`src/rtl/core/htxt_pkg.sv`:
```
// shared types, character codes and output slot codes for the hex text emitter
// no dependencies
`timescale 1ns / 1ps

package htxt_pkg;

    // configuration register indexes
    localparam logic [1:0] REG_BYTES_PER_LINE    = 2'd0;
    localparam logic [1:0] REG_MIN_ADDRESS_BYTES = 2'd1;

    // ascii codes
    localparam logic [7:0] CH_NL    = 8'h0A;
    localparam logic [7:0] CH_SPACE = 8'h20;
    localparam logic [7:0] CH_AT    = 8'h40;
    localparam logic [7:0] CH_Q     = 8'h71;
    localparam logic [7:0] CH_ZERO  = 8'h30;
    localparam logic [7:0] CH_UPPER_A = 8'h41;

    // address thresholds for 3 and 4 byte address lines
    localparam logic [31:0] ADDR_3BYTE = 32'h0001_0000;
    localparam logic [31:0] ADDR_4BYTE = 32'h0100_0000;

    // output slots, emitted in this order when enabled
    localparam int NSLOTS = 17;
    localparam logic [4:0] SLOT_NL_PRE   = 5'd0;
    localparam logic [4:0] SLOT_AT       = 5'd1;
    localparam logic [4:0] SLOT_DIG_FIRST = 5'd2;   // most significant address nibble
    localparam logic [4:0] SLOT_DIG_LAST  = 5'd9;   // least significant address nibble
    localparam logic [4:0] SLOT_NL_ADDR  = 5'd10;
    localparam logic [4:0] SLOT_NL_WRAP  = 5'd11;
    localparam logic [4:0] SLOT_SPACE    = 5'd12;
    localparam logic [4:0] SLOT_HI       = 5'd13;
    localparam logic [4:0] SLOT_LO       = 5'd14;
    localparam logic [4:0] SLOT_Q        = 5'd15;
    localparam logic [4:0] SLOT_NL_END   = 5'd16;

    typedef logic [NSLOTS-1:0] t_mask;

    typedef struct packed {
        logic [7:0] bytes_per_line;
        logic [2:0] min_address_bytes;
    } t_cfg;

    typedef struct packed {
        t_mask       mask;
        logic [31:0] addr;
        logic [7:0]  data;
    } t_plan;

    function automatic logic [7:0] hex_digit(input logic [3:0] v);
        if (v < 4'd10) begin
            return CH_ZERO + {4'd0, v};
        end
        return CH_UPPER_A + {4'd0, v - 4'd10};
    endfunction

    function automatic logic [7:0] slot_char(input logic [4:0] slot,
                                             input logic [31:0] addr,
                                             input logic [7:0] data);
        logic [4:0] nib_pos;
        logic [7:0] ch;
        nib_pos = SLOT_DIG_LAST - slot;
        if (slot >= SLOT_DIG_FIRST && slot <= SLOT_DIG_LAST) begin
            ch = hex_digit(addr[{nib_pos[2:0], 2'b00} +: 4]);
        end else begin
            case (slot)
                SLOT_NL_PRE, SLOT_NL_ADDR, SLOT_NL_WRAP, SLOT_NL_END: ch = CH_NL;
                SLOT_AT:    ch = CH_AT;
                SLOT_SPACE: ch = CH_SPACE;
                SLOT_HI:    ch = hex_digit(data[7:4]);
                SLOT_LO:    ch = hex_digit(data[3:0]);
                SLOT_Q:     ch = CH_Q;
                default:    ch = CH_NL;
            endcase
        end
        return ch;
    endfunction

endpackage

```
`src/rtl/core/hex_text_load_file_emitter.sv`:
```
// Hex load-file text emitter: each request (a data byte at an address, or an end-of-file
// command) becomes a run of ASCII characters on the output channel, one character per
// cycle unless the output stalls, with o_last_char marking the final character of the
// request. A data byte that continues the current address costs three characters (two hex
// digits, after a space or after a newline on wrap); a byte that starts a new address line
// costs up to thirteen; end of file costs two or three. Throughput is one character per
// cycle while the receiver does not stall, set by the single output register. A request is
// held in the input register until its character plan is loaded, once the serializer is empty
// or the previous plan's last character goes out; the input stalls only while one is held.
// Configuration writes (index 0 bytes per line, index 1 minimum address bytes) are always
// ready and must only be issued while the block is idle.
`timescale 1ns / 1ps

module hex_text_load_file_emitter #(
    parameter int ADDRESS_BITS   = 32,
    parameter int MAX_LINE_BYTES = 255
) (
    input  logic        i_clk,
    input  logic        i_rst_n,
    input  logic        i_cfg_valid,
    output logic        o_cfg_ready,
    input  logic [1:0]  i_cfg_index,
    input  logic [7:0]  i_cfg_data,
    input  logic        i_in_valid,
    output logic        o_in_stall,
    input  logic        i_command,
    input  logic [31:0] i_byte_address,
    input  logic [7:0]  i_data_byte,
    output logic        o_out_valid,
    input  logic        i_out_stall,
    output logic [7:0]  o_out_char,
    output logic        o_last_char
);
    import htxt_pkg::*;

    t_cfg  r_cfg;
    t_plan plan;
    logic  plan_valid;
    logic  plan_ready;

    assign o_cfg_ready = 1'b1;

    always_ff @(posedge i_clk) begin
        if (!i_rst_n) begin
            r_cfg.bytes_per_line    <= 8'd16;
            r_cfg.min_address_bytes <= 3'd2;
        end else if (i_cfg_valid && o_cfg_ready) begin
            case (i_cfg_index)
                REG_BYTES_PER_LINE:    r_cfg.bytes_per_line    <= i_cfg_data;
                REG_MIN_ADDRESS_BYTES: r_cfg.min_address_bytes <= i_cfg_data[2:0];
                default: ;
            endcase
        end
    end

    htxt_plan #(
        .ADDRESS_BITS   (ADDRESS_BITS),
        .MAX_LINE_BYTES (MAX_LINE_BYTES)
    ) u_plan (
        .i_clk          (i_clk),
        .i_rst_n        (i_rst_n),
        .i_cfg          (r_cfg),
        .i_in_valid     (i_in_valid),
        .o_in_stall     (o_in_stall),
        .i_command      (i_command),
        .i_byte_address (i_byte_address),
        .i_data_byte    (i_data_byte),
        .o_plan         (plan),
        .o_plan_valid   (plan_valid),
        .i_plan_ready   (plan_ready)
    );

    htxt_serial u_serial (
        .i_clk        (i_clk),
        .i_rst_n      (i_rst_n),
        .i_plan       (plan),
        .i_plan_valid (plan_valid),
        .o_plan_ready (plan_ready),
        .o_out_valid  (o_out_valid),
        .i_out_stall  (i_out_stall),
        .o_out_char   (o_out_char),
        .o_last_char  (o_last_char)
    );

`ifndef SYNTHESIS
    // the input only stalls behind a request already held
    a_stall_needs_held: assert property (@(posedge i_clk) disable iff (!i_rst_n)
        o_in_stall |-> plan_valid)
        else $error("input stalled with no request held");

    // a request always ends on a newline or a data digit
    a_last_kind: assert property (@(posedge i_clk) disable iff (!i_rst_n)
        (o_out_valid && o_last_char) |->
            (o_out_char == CH_NL ||
             (o_out_char >= CH_ZERO && o_out_char <= 8'h39) ||
             (o_out_char >= CH_UPPER_A && o_out_char <= 8'h46)))
        else $error("request ended on an unexpected character");

    // an address marker is always followed by more text
    a_at_not_last: assert property (@(posedge i_clk) disable iff (!i_rst_n)
        (o_out_valid && o_out_char == CH_AT) |-> !o_last_char)
        else $error("address marker flagged as last character");
`endif

endmodule

```
`src/rtl/core/htxt_plan.sv`:
```
// input register, line/address state and per-request character plan
// depends on htxt_pkg
`timescale 1ns / 1ps

module htxt_plan #(
    parameter int ADDRESS_BITS   = 32,
    parameter int MAX_LINE_BYTES = 255
) (
    input  logic            i_clk,
    input  logic            i_rst_n,
    input  htxt_pkg::t_cfg  i_cfg,
    input  logic            i_in_valid,
    output logic            o_in_stall,
    input  logic            i_command,
    input  logic [31:0]     i_byte_address,
    input  logic [7:0]      i_data_byte,
    output htxt_pkg::t_plan o_plan,
    output logic            o_plan_valid,
    input  logic            i_plan_ready
);
    import htxt_pkg::*;

    localparam int ColW = $clog2(MAX_LINE_BYTES + 1);

    logic                    r_in_valid;
    logic                    r_in_command;
    logic [31:0]             r_in_addr;
    logic [7:0]              r_in_data;

    logic [ADDRESS_BITS-1:0] r_next_addr;
    logic                    r_known;
    logic [ColW-1:0]         r_col;

    logic                    in_take;
    logic                    fire;
    logic [ADDRESS_BITS-1:0] addr_n;
    logic [31:0]             addr32;
    logic                    new_addr;
    logic [ColW-1:0]         per_line;
    logic [2:0]              min_bytes;
    logic [2:0]              width;
    logic [3:0]              first_dig;
    logic [ColW-1:0]         col_a;
    logic [ColW-1:0]         col_b;
    logic                    wrap;
    t_mask                   mask;
    logic [ADDRESS_BITS-1:0] n_next_addr;
    logic                    n_known;
    logic [ColW-1:0]         n_col;

    assign o_in_stall   = r_in_valid && !i_plan_ready;
    assign in_take      = i_in_valid && !o_in_stall;
    assign fire         = r_in_valid && i_plan_ready;
    assign o_plan_valid = r_in_valid;

    always_ff @(posedge i_clk) begin
        if (!i_rst_n) begin
            r_in_valid <= 1'b0;
        end else begin
            r_in_valid <= in_take || (r_in_valid && !i_plan_ready);
        end
    end

    always_ff @(posedge i_clk) begin
        if (in_take) begin
            r_in_command <= i_command;
            r_in_addr    <= i_byte_address;
            r_in_data    <= i_data_byte;
        end
    end

    always_comb begin
        addr_n   = r_in_addr[ADDRESS_BITS-1:0];
        addr32   = 32'(addr_n);
        new_addr = !r_known || (r_next_addr != addr_n);

        if (i_cfg.bytes_per_line == 8'd0) begin
            per_line = ColW'(1);
        end else if (32'(i_cfg.bytes_per_line) > MAX_LINE_BYTES) begin
            per_line = ColW'(MAX_LINE_BYTES);
        end else begin
            per_line = ColW'(i_cfg.bytes_per_line);
        end

        if (i_cfg.min_address_bytes < 3'd2) begin
            min_bytes = 3'd2;
        end else if (i_cfg.min_address_bytes > 3'd4) begin
            min_bytes = 3'd4;
        end else begin
            min_bytes = i_cfg.min_address_bytes;
        end

        if (addr32 >= ADDR_4BYTE) begin
            width = 3'd4;
        end else if (addr32 >= ADDR_3BYTE) begin
            width = 3'd3;
        end else begin
            width = 3'd2;
        end
        if (width < min_bytes) begin
            width = min_bytes;
        end
        // index of the first printed digit among the eight digit slots
        first_dig = 4'd8 - {width, 1'b0};

        col_a = new_addr ? '0 : r_col;
        wrap  = col_a >= per_line;
        col_b = wrap ? '0 : col_a;

        mask = '0;
        if (r_in_command) begin
            mask[SLOT_NL_PRE] = (r_col != '0);
            mask[SLOT_Q]      = 1'b1;
            mask[SLOT_NL_END] = 1'b1;
        end else begin
            mask[SLOT_NL_PRE]  = new_addr && (r_col != '0);
            mask[SLOT_AT]      = new_addr;
            for (int k = 0; k < 8; k++) begin
                mask[SLOT_DIG_FIRST + 5'(k)] = new_addr && (4'(k) >= first_dig);
            end
            mask[SLOT_NL_ADDR] = new_addr;
            mask[SLOT_NL_WRAP] = wrap;
            mask[SLOT_SPACE]   = (col_b != '0);
            mask[SLOT_HI]      = 1'b1;
            mask[SLOT_LO]      = 1'b1;
        end

        if (r_in_command) begin
            n_next_addr = r_next_addr;
            n_known     = 1'b0;
            n_col       = '0;
        end else begin
            // a matching address equals the expected one, so both paths step from addr_n
            n_next_addr = addr_n + 1'b1;
            n_known     = 1'b1;
            n_col       = col_b + 1'b1;
        end
    end

    assign o_plan.mask = mask;
    assign o_plan.addr = addr32;
    assign o_plan.data = r_in_data;

    always_ff @(posedge i_clk) begin
        if (!i_rst_n) begin
            r_next_addr <= '0;
            r_known     <= 1'b0;
            r_col       <= '0;
        end else if (fire) begin
            r_next_addr <= n_next_addr;
            r_known     <= n_known;
            r_col       <= n_col;
        end
    end

endmodule

```
`src/rtl/core/htxt_serial.sv`:
```
// plan register and character serializer feeding the output register
// depends on htxt_pkg
`timescale 1ns / 1ps

module htxt_serial (
    input  logic            i_clk,
    input  logic            i_rst_n,
    input  htxt_pkg::t_plan i_plan,
    input  logic            i_plan_valid,
    output logic            o_plan_ready,
    output logic            o_out_valid,
    input  logic            i_out_stall,
    output logic [7:0]      o_out_char,
    output logic            o_last_char
);
    import htxt_pkg::*;

    t_mask       r_mask;
    logic [31:0] r_addr;
    logic [7:0]  r_data;
    logic        r_out_valid;
    logic [7:0]  r_out_char;
    logic        r_last_char;

    t_mask       sel;
    logic [4:0]  slot;
    logic        out_free;
    logic        load_out;
    logic        last;
    t_mask       n_mask;

    always_comb begin
        // lowest enabled slot goes out next
        sel  = r_mask & (~r_mask + 1'b1);
        slot = '0;
        for (int i = 0; i < NSLOTS; i++) begin
            if (sel[i]) begin
                slot = slot | 5'(i);
            end
        end
        out_free     = !r_out_valid || !i_out_stall;
        load_out     = out_free && (r_mask != '0);
        last         = (r_mask == sel);
        o_plan_ready = (r_mask == '0) || (load_out && last);
        n_mask       = load_out ? (r_mask & ~sel) : r_mask;
    end

    always_ff @(posedge i_clk) begin
        if (!i_rst_n) begin
            r_mask      <= '0;
            r_out_valid <= 1'b0;
        end else begin
            r_mask      <= (i_plan_valid && o_plan_ready) ? i_plan.mask : n_mask;
            r_out_valid <= load_out || (r_out_valid && i_out_stall);
        end
    end

    always_ff @(posedge i_clk) begin
        if (i_plan_valid && o_plan_ready) begin
            r_addr <= i_plan.addr;
            r_data <= i_plan.data;
        end
        if (load_out) begin
            r_out_char  <= slot_char(slot, r_addr, r_data);
            r_last_char <= last;
        end
    end

    assign o_out_valid = r_out_valid;
    assign o_out_char  = r_out_char;
    assign o_last_char = r_last_char;

endmodule

```
`config.mk`:
```
export PLATFORM = sky130hd
export DESIGN_NAME = hex_text_load_file_emitter
export DESIGN_NICKNAME = d
export VERILOG_FILES = /design/src/rtl/core/htxt_pkg.sv /design/src/rtl/core/hex_text_load_file_emitter.sv /design/src/rtl/core/htxt_plan.sv /design/src/rtl/core/htxt_serial.sv
export SDC_FILE = /design/constraint.sdc
export NUM_CORES = 1
export LEC_CHECK = 0
export BUFFER_PORTS_ARGS = -buffer_cell sky130_fd_sc_hd__buf_4
export CAP_MARGIN = 20
export CORE_MARGIN = 1.5
export CORE_UTILIZATION = 50
export CTS_CLUSTER_SIZE = 16
export DETAILED_ROUTE_END_ITERATION = 7
export GPL_TIMING_DRIVEN = 0
export PLACE_DENSITY_LB_ADDON = 0.2
export SYNTH_ARGS = -nofsm -noshare
export SYNTH_HDL_FRONTEND = slang
export SYNTH_HIERARCHICAL = 1
export SYNTH_SLANG_ARGS = --single-unit
```
`constraint.sdc`:
```
create_clock -name i_clk -period 4.4 [get_ports i_clk]
set_clock_uncertainty 0.05 [all_clocks]
set_input_delay 0.22 -clock i_clk [delete_from_list [all_inputs] [get_ports i_clk]]
set_output_delay 0.22 -clock i_clk [all_outputs]
set_load 0.005 [all_outputs]
```
==> results.md <==
* CTS root buf: clkbuf_16
* Syn nets at about 900
* Mapped cell area at approximately 8600 sq um
* Met3 global-route usage at 0.0420
* Setup ws final at -146 ps
* CTS buffer count at 17
* CTS tree: yes
* CP arrival at 4860 ps
* Core area at between 15000 and 20000 sq um
* Area after DPL at roughly 9500 sq um
* Worst path most repeated cell: ha_4
* Worst Path Max Fanout at 5
* Die Y at around 130 microns
* Area contributors post-synth: edfxtp_1, dfxtp_1, xnor2_1
* Failing checks: negative setup slack
* Slowest CP cell: or4b_4
* Critical Path Source Type: flip-flop
* # setup viols final at 2
* CTS Sinks at between 150 and 200
* CP endpoint kind: flip-flop
* Starting Density at 0.516
* Layout cell share with drive strength beyond 1 at 0.212
* Worst slew margin at 0.508
* Req. time, crit path at 4720 ps
* Most frequent cells in the layout: buf_4, edfxtp_1, nand2_1
* Max_cap viols at 0
* Area leader, netlist: edfxtp_1
* DR DRC count at 0
* Global placer's final weighted congestion at roughly 0.93
* Seq/Total Area, Yosys at 0.475
* Crit path largest cell delay at between 500 and 600 ps
* Synth warn at 6
* Ant diodes at 0
* Max Fclk at around 220 MHz
* Placed cell count at around 1100
* GRT Util Overall at 0.231
* Clock tree buffer depth at 2
* Dpl hpwl at 14.3 mm
* Period utilization at 1.03
* WP buf/inv at 2
* EDFF count, synth at between 80 and 90
* DRT Pass-1 Iters at 6
* Post-synth cell types at a little over 80
* Final WL at 20.6 mm
* First-pass GRT wire length at 32.5 mm
* Final hold vios at 0
* Largest net degree at the start of global routing at 38
* HP Class: primary input to flip-flop
* Vias at roughly 6800
* Fin crit period at 4550 ps
* Critical path type: flip-flop to flip-flop
* Die outline area at about 18000 sq um
* Register bit total from synthesis at 160
* Design Area, Final at ~11000 sq um
* RSZ-0062 raised after global routing: true
* CP delay by family, top: simple AND/OR/NAND/NOR gates
* Nets at around 1100
* Fillers at ~1300
* Clock Pin Slew Worst Setup and Hold Paths at about 60 ps
* Port buffer count at 65
* Ports at slightly below 70
* Remaining Overflow, GRT at 0
* Status: finished, violations left
* Main flop type after synthesis: edfxtp_1
* PD cells at between 600 and 700 nW/um^2
* Global routing's busiest layer: met2
* Die X at roughly 130 microns
* Final count of pins violating max slew at 0
* Vias per cell at approximately 5.6
* Grt met2 use at 0.383
* Row count at 47
* Vias in the first global route at 6461
* Async S/R FF share, synth at 0
* Initial antenna violation count at 0
* Commonest non-fill, non-tap cell in the layout: buf_4
* Initial DRC count at between 400 and 500
* Share of the synthesized area in the top cell type at 0.310
* P_leak at ~4.3 nW
* Clk Latency, worst-skew pair at about 430 ps
* Worst path cell trace: xnor2_1 -> nand4_1 -> nor4_4 -> and4_4 -> buf_6 -> nand2_4 -> ha_4 -> nand2b_4 -> a2111oi_4 -> nor3_2 -> or4b_4 -> inv_2 -> and2_4 -> ha_4 -> nand3_4 -> or3_4 -> a211o_1 -> a21boi_2
* Post-route ant nets at 0
* Syn_area_per_cell at between 10 and 15 sq um
* Worst vdd ir at 0.662 mV
* Final cell count without fillers at approximately 1200
* GR Util met1 at 0.305
* Worst-margin pin slew at ~700 ps
* Area Growth Syn to Fin at 25.7%
* Wire per inst at around 17 microns
* Cell count after synthesis at approximately 840
* H-tree Lvls at 4
-- kinds of logic after synthesis --
| group | Yosys count | share of synthesized area |
|---|---|---|
| and+or+nand+nor | 295 | 0.193 |
| AOI/OAI and AO/OA | 184 | 0.148 |
| DFF | 160 | 0.475 |
| buffers and inverters | 79 | 0.0440 |
| xor gates and xnor gates | 71 | 0.0731 |
| adders and majority gates | 30 | 0.0434 |
| muxes | 17 | 0.0215 |
| other | 2 | 0.000872 |
-- worst register-to-register path, stage by stage (launching register included) --
cell and delay [ps]:
edfxtp_1 510, xnor2_1 310, nand4_1 210, nor4_4 390, and4_4 300, buf_6 120, nand2_4 50, ha_4 240
nand2b_4 140, a2111oi_4 350, nor3_2 80, or4b_4 590, inv_2 90, and2_4 140, ha_4 150, nand3_4 90
or3_4 330, a211o_1 270, a21boi_2 100
-- per-stage QoR --
step,utilization,setup slack [ps],power [mW],TNS (ps),hold WS [ps]
detailed placement,0.567,-614,5.60,-1330,349
floorplan,-,-126,4.79,-126,269
CTS,0.638,-380,7.14,-803,10.0
finish,0.648,-146,7.19,-149,18.7
global placement,0.564,-607,5.53,-5890,348
global route,0.648,-292,7.69,-586,27.0
-- Yosys cell counts, types with 4 or more instances --
| library cell | number |
|---|---|
| buf_6 | 4 |
| a21boi_0 | 5 |
| nand3_1 | 26 |
| o21ai_0 | 46 |
| and3_1 | 14 |
| and2_1 | 10 |
| a211oi_1 | 4 |
| a21boi_2 | 4 |
| clkbuf_1 | 18 |
| nand2_1 | 89 |
| dfxtp_1 | 71 |
| and4_1 | 4 |
| nor4_1 | 11 |
| nor3_1 | 8 |
| o31ai_1 | 4 |
| nand4_1 | 23 |
| o211a_1 | 15 |
| or2_2 | 4 |
| nor2b_1 | 9 |
| edfxtp_1 | 89 |
| nor2_1 | 42 |
| o21a_1 | 5 |
| xor2_1 | 28 |
| buf_4 | 12 |
| a211o_1 | 6 |
| mux2i_1 | 14 |
| nor4_4 | 4 |
| inv_1 | 38 |
| o211ai_1 | 8 |
| a21oi_1 | 42 |
| a32o_1 | 11 |
| nand2b_1 | 7 |
| or3_2 | 4 |
| buf_2 | 6 |
| xnor2_1 | 42 |
| ha_1 | 29 |
| o21ai_1 | 5 |
| or3_1 | 9 |
-- sequential cells by signal (all words and copies together), names as in the netlist --
name                  cells
u_plan/r_in_command       1
u_plan/r_next_addr       32
u_plan/r_in_data          8
u_serial/o_out_valid      1
u_plan/addr32            32
u_serial/r_data           8
r_cfg                    11
u_plan/r_known            1
u_serial/o_out_char       7
u_plan/o_plan_valid       1
u_serial/r_mask          17
u_serial/r_addr          32
u_plan/r_col              8
u_serial/o_last_char      1
-- metal layers --
metal / routed length [microns] / part of all wire / vias to the layer above
met1: 9130 / 0.44 / 3227
met2: 9960 / 0.48 / 202
met5: 0 / 0 / -
li1: - / - / 3364
met3: 1080 / 0.052 / 26
met4: 394 / 0.019 / 0
-- path summary, 6_finish.rpt --
kind / start / endpoint / slack [ps] / cells past startpoint
hold / removal: i_cfg_data[0] / r_cfg[0] / 20 / 3
setup / recovery: u_plan/addr32[23] / u_plan/r_col[4] / -150 / 18
hold reg to reg: u_plan/r_in_data[3] / u_serial/r_data[3] / 370 / 0
setup reg to reg: u_plan/addr32[23] / u_plan/r_col[4] / -150 / 18
-- what timing repair did --
action | 4_1_cts | 5_1_grt
pin swaps | 11 | 15
endpoints found under the hold margin | 46 | 0
resized for setup | 15 | 25
gates cloned | 0 | 0
hold buffers | 46 | 0
setup buffers | 11 | 5
endpoints found under the setup margin | 5 | 28
-- area by class of cell --
| type | count | area (sq um) | share of cell area |
|---|---|---|---|
| tap | 220 | 275 | 0.0254 |
| sequential | 160 | 4090 | 0.378 |
| inverter | 38 | 143 | 0.0132 |
| clock buffer | 17 | 425 | 0.0393 |
| buffer | 39 | 225 | 0.0208 |
| timing repair buffer | 129 | 1120 | 0.104 |
| multi-input combinational | 599 | 4370 | 0.404 |
| clock inverter | 15 | 169 | 0.0156 |
-- power breakdown --
group,internal [mW],switching (mW),leakage (nW)
Sequential,2.05,0.247,1.43
Combinational,1.46,1.96,2.56
Clock,0.808,0.659,0.288
Note: power is estimated with default switching activity, not from simulation.
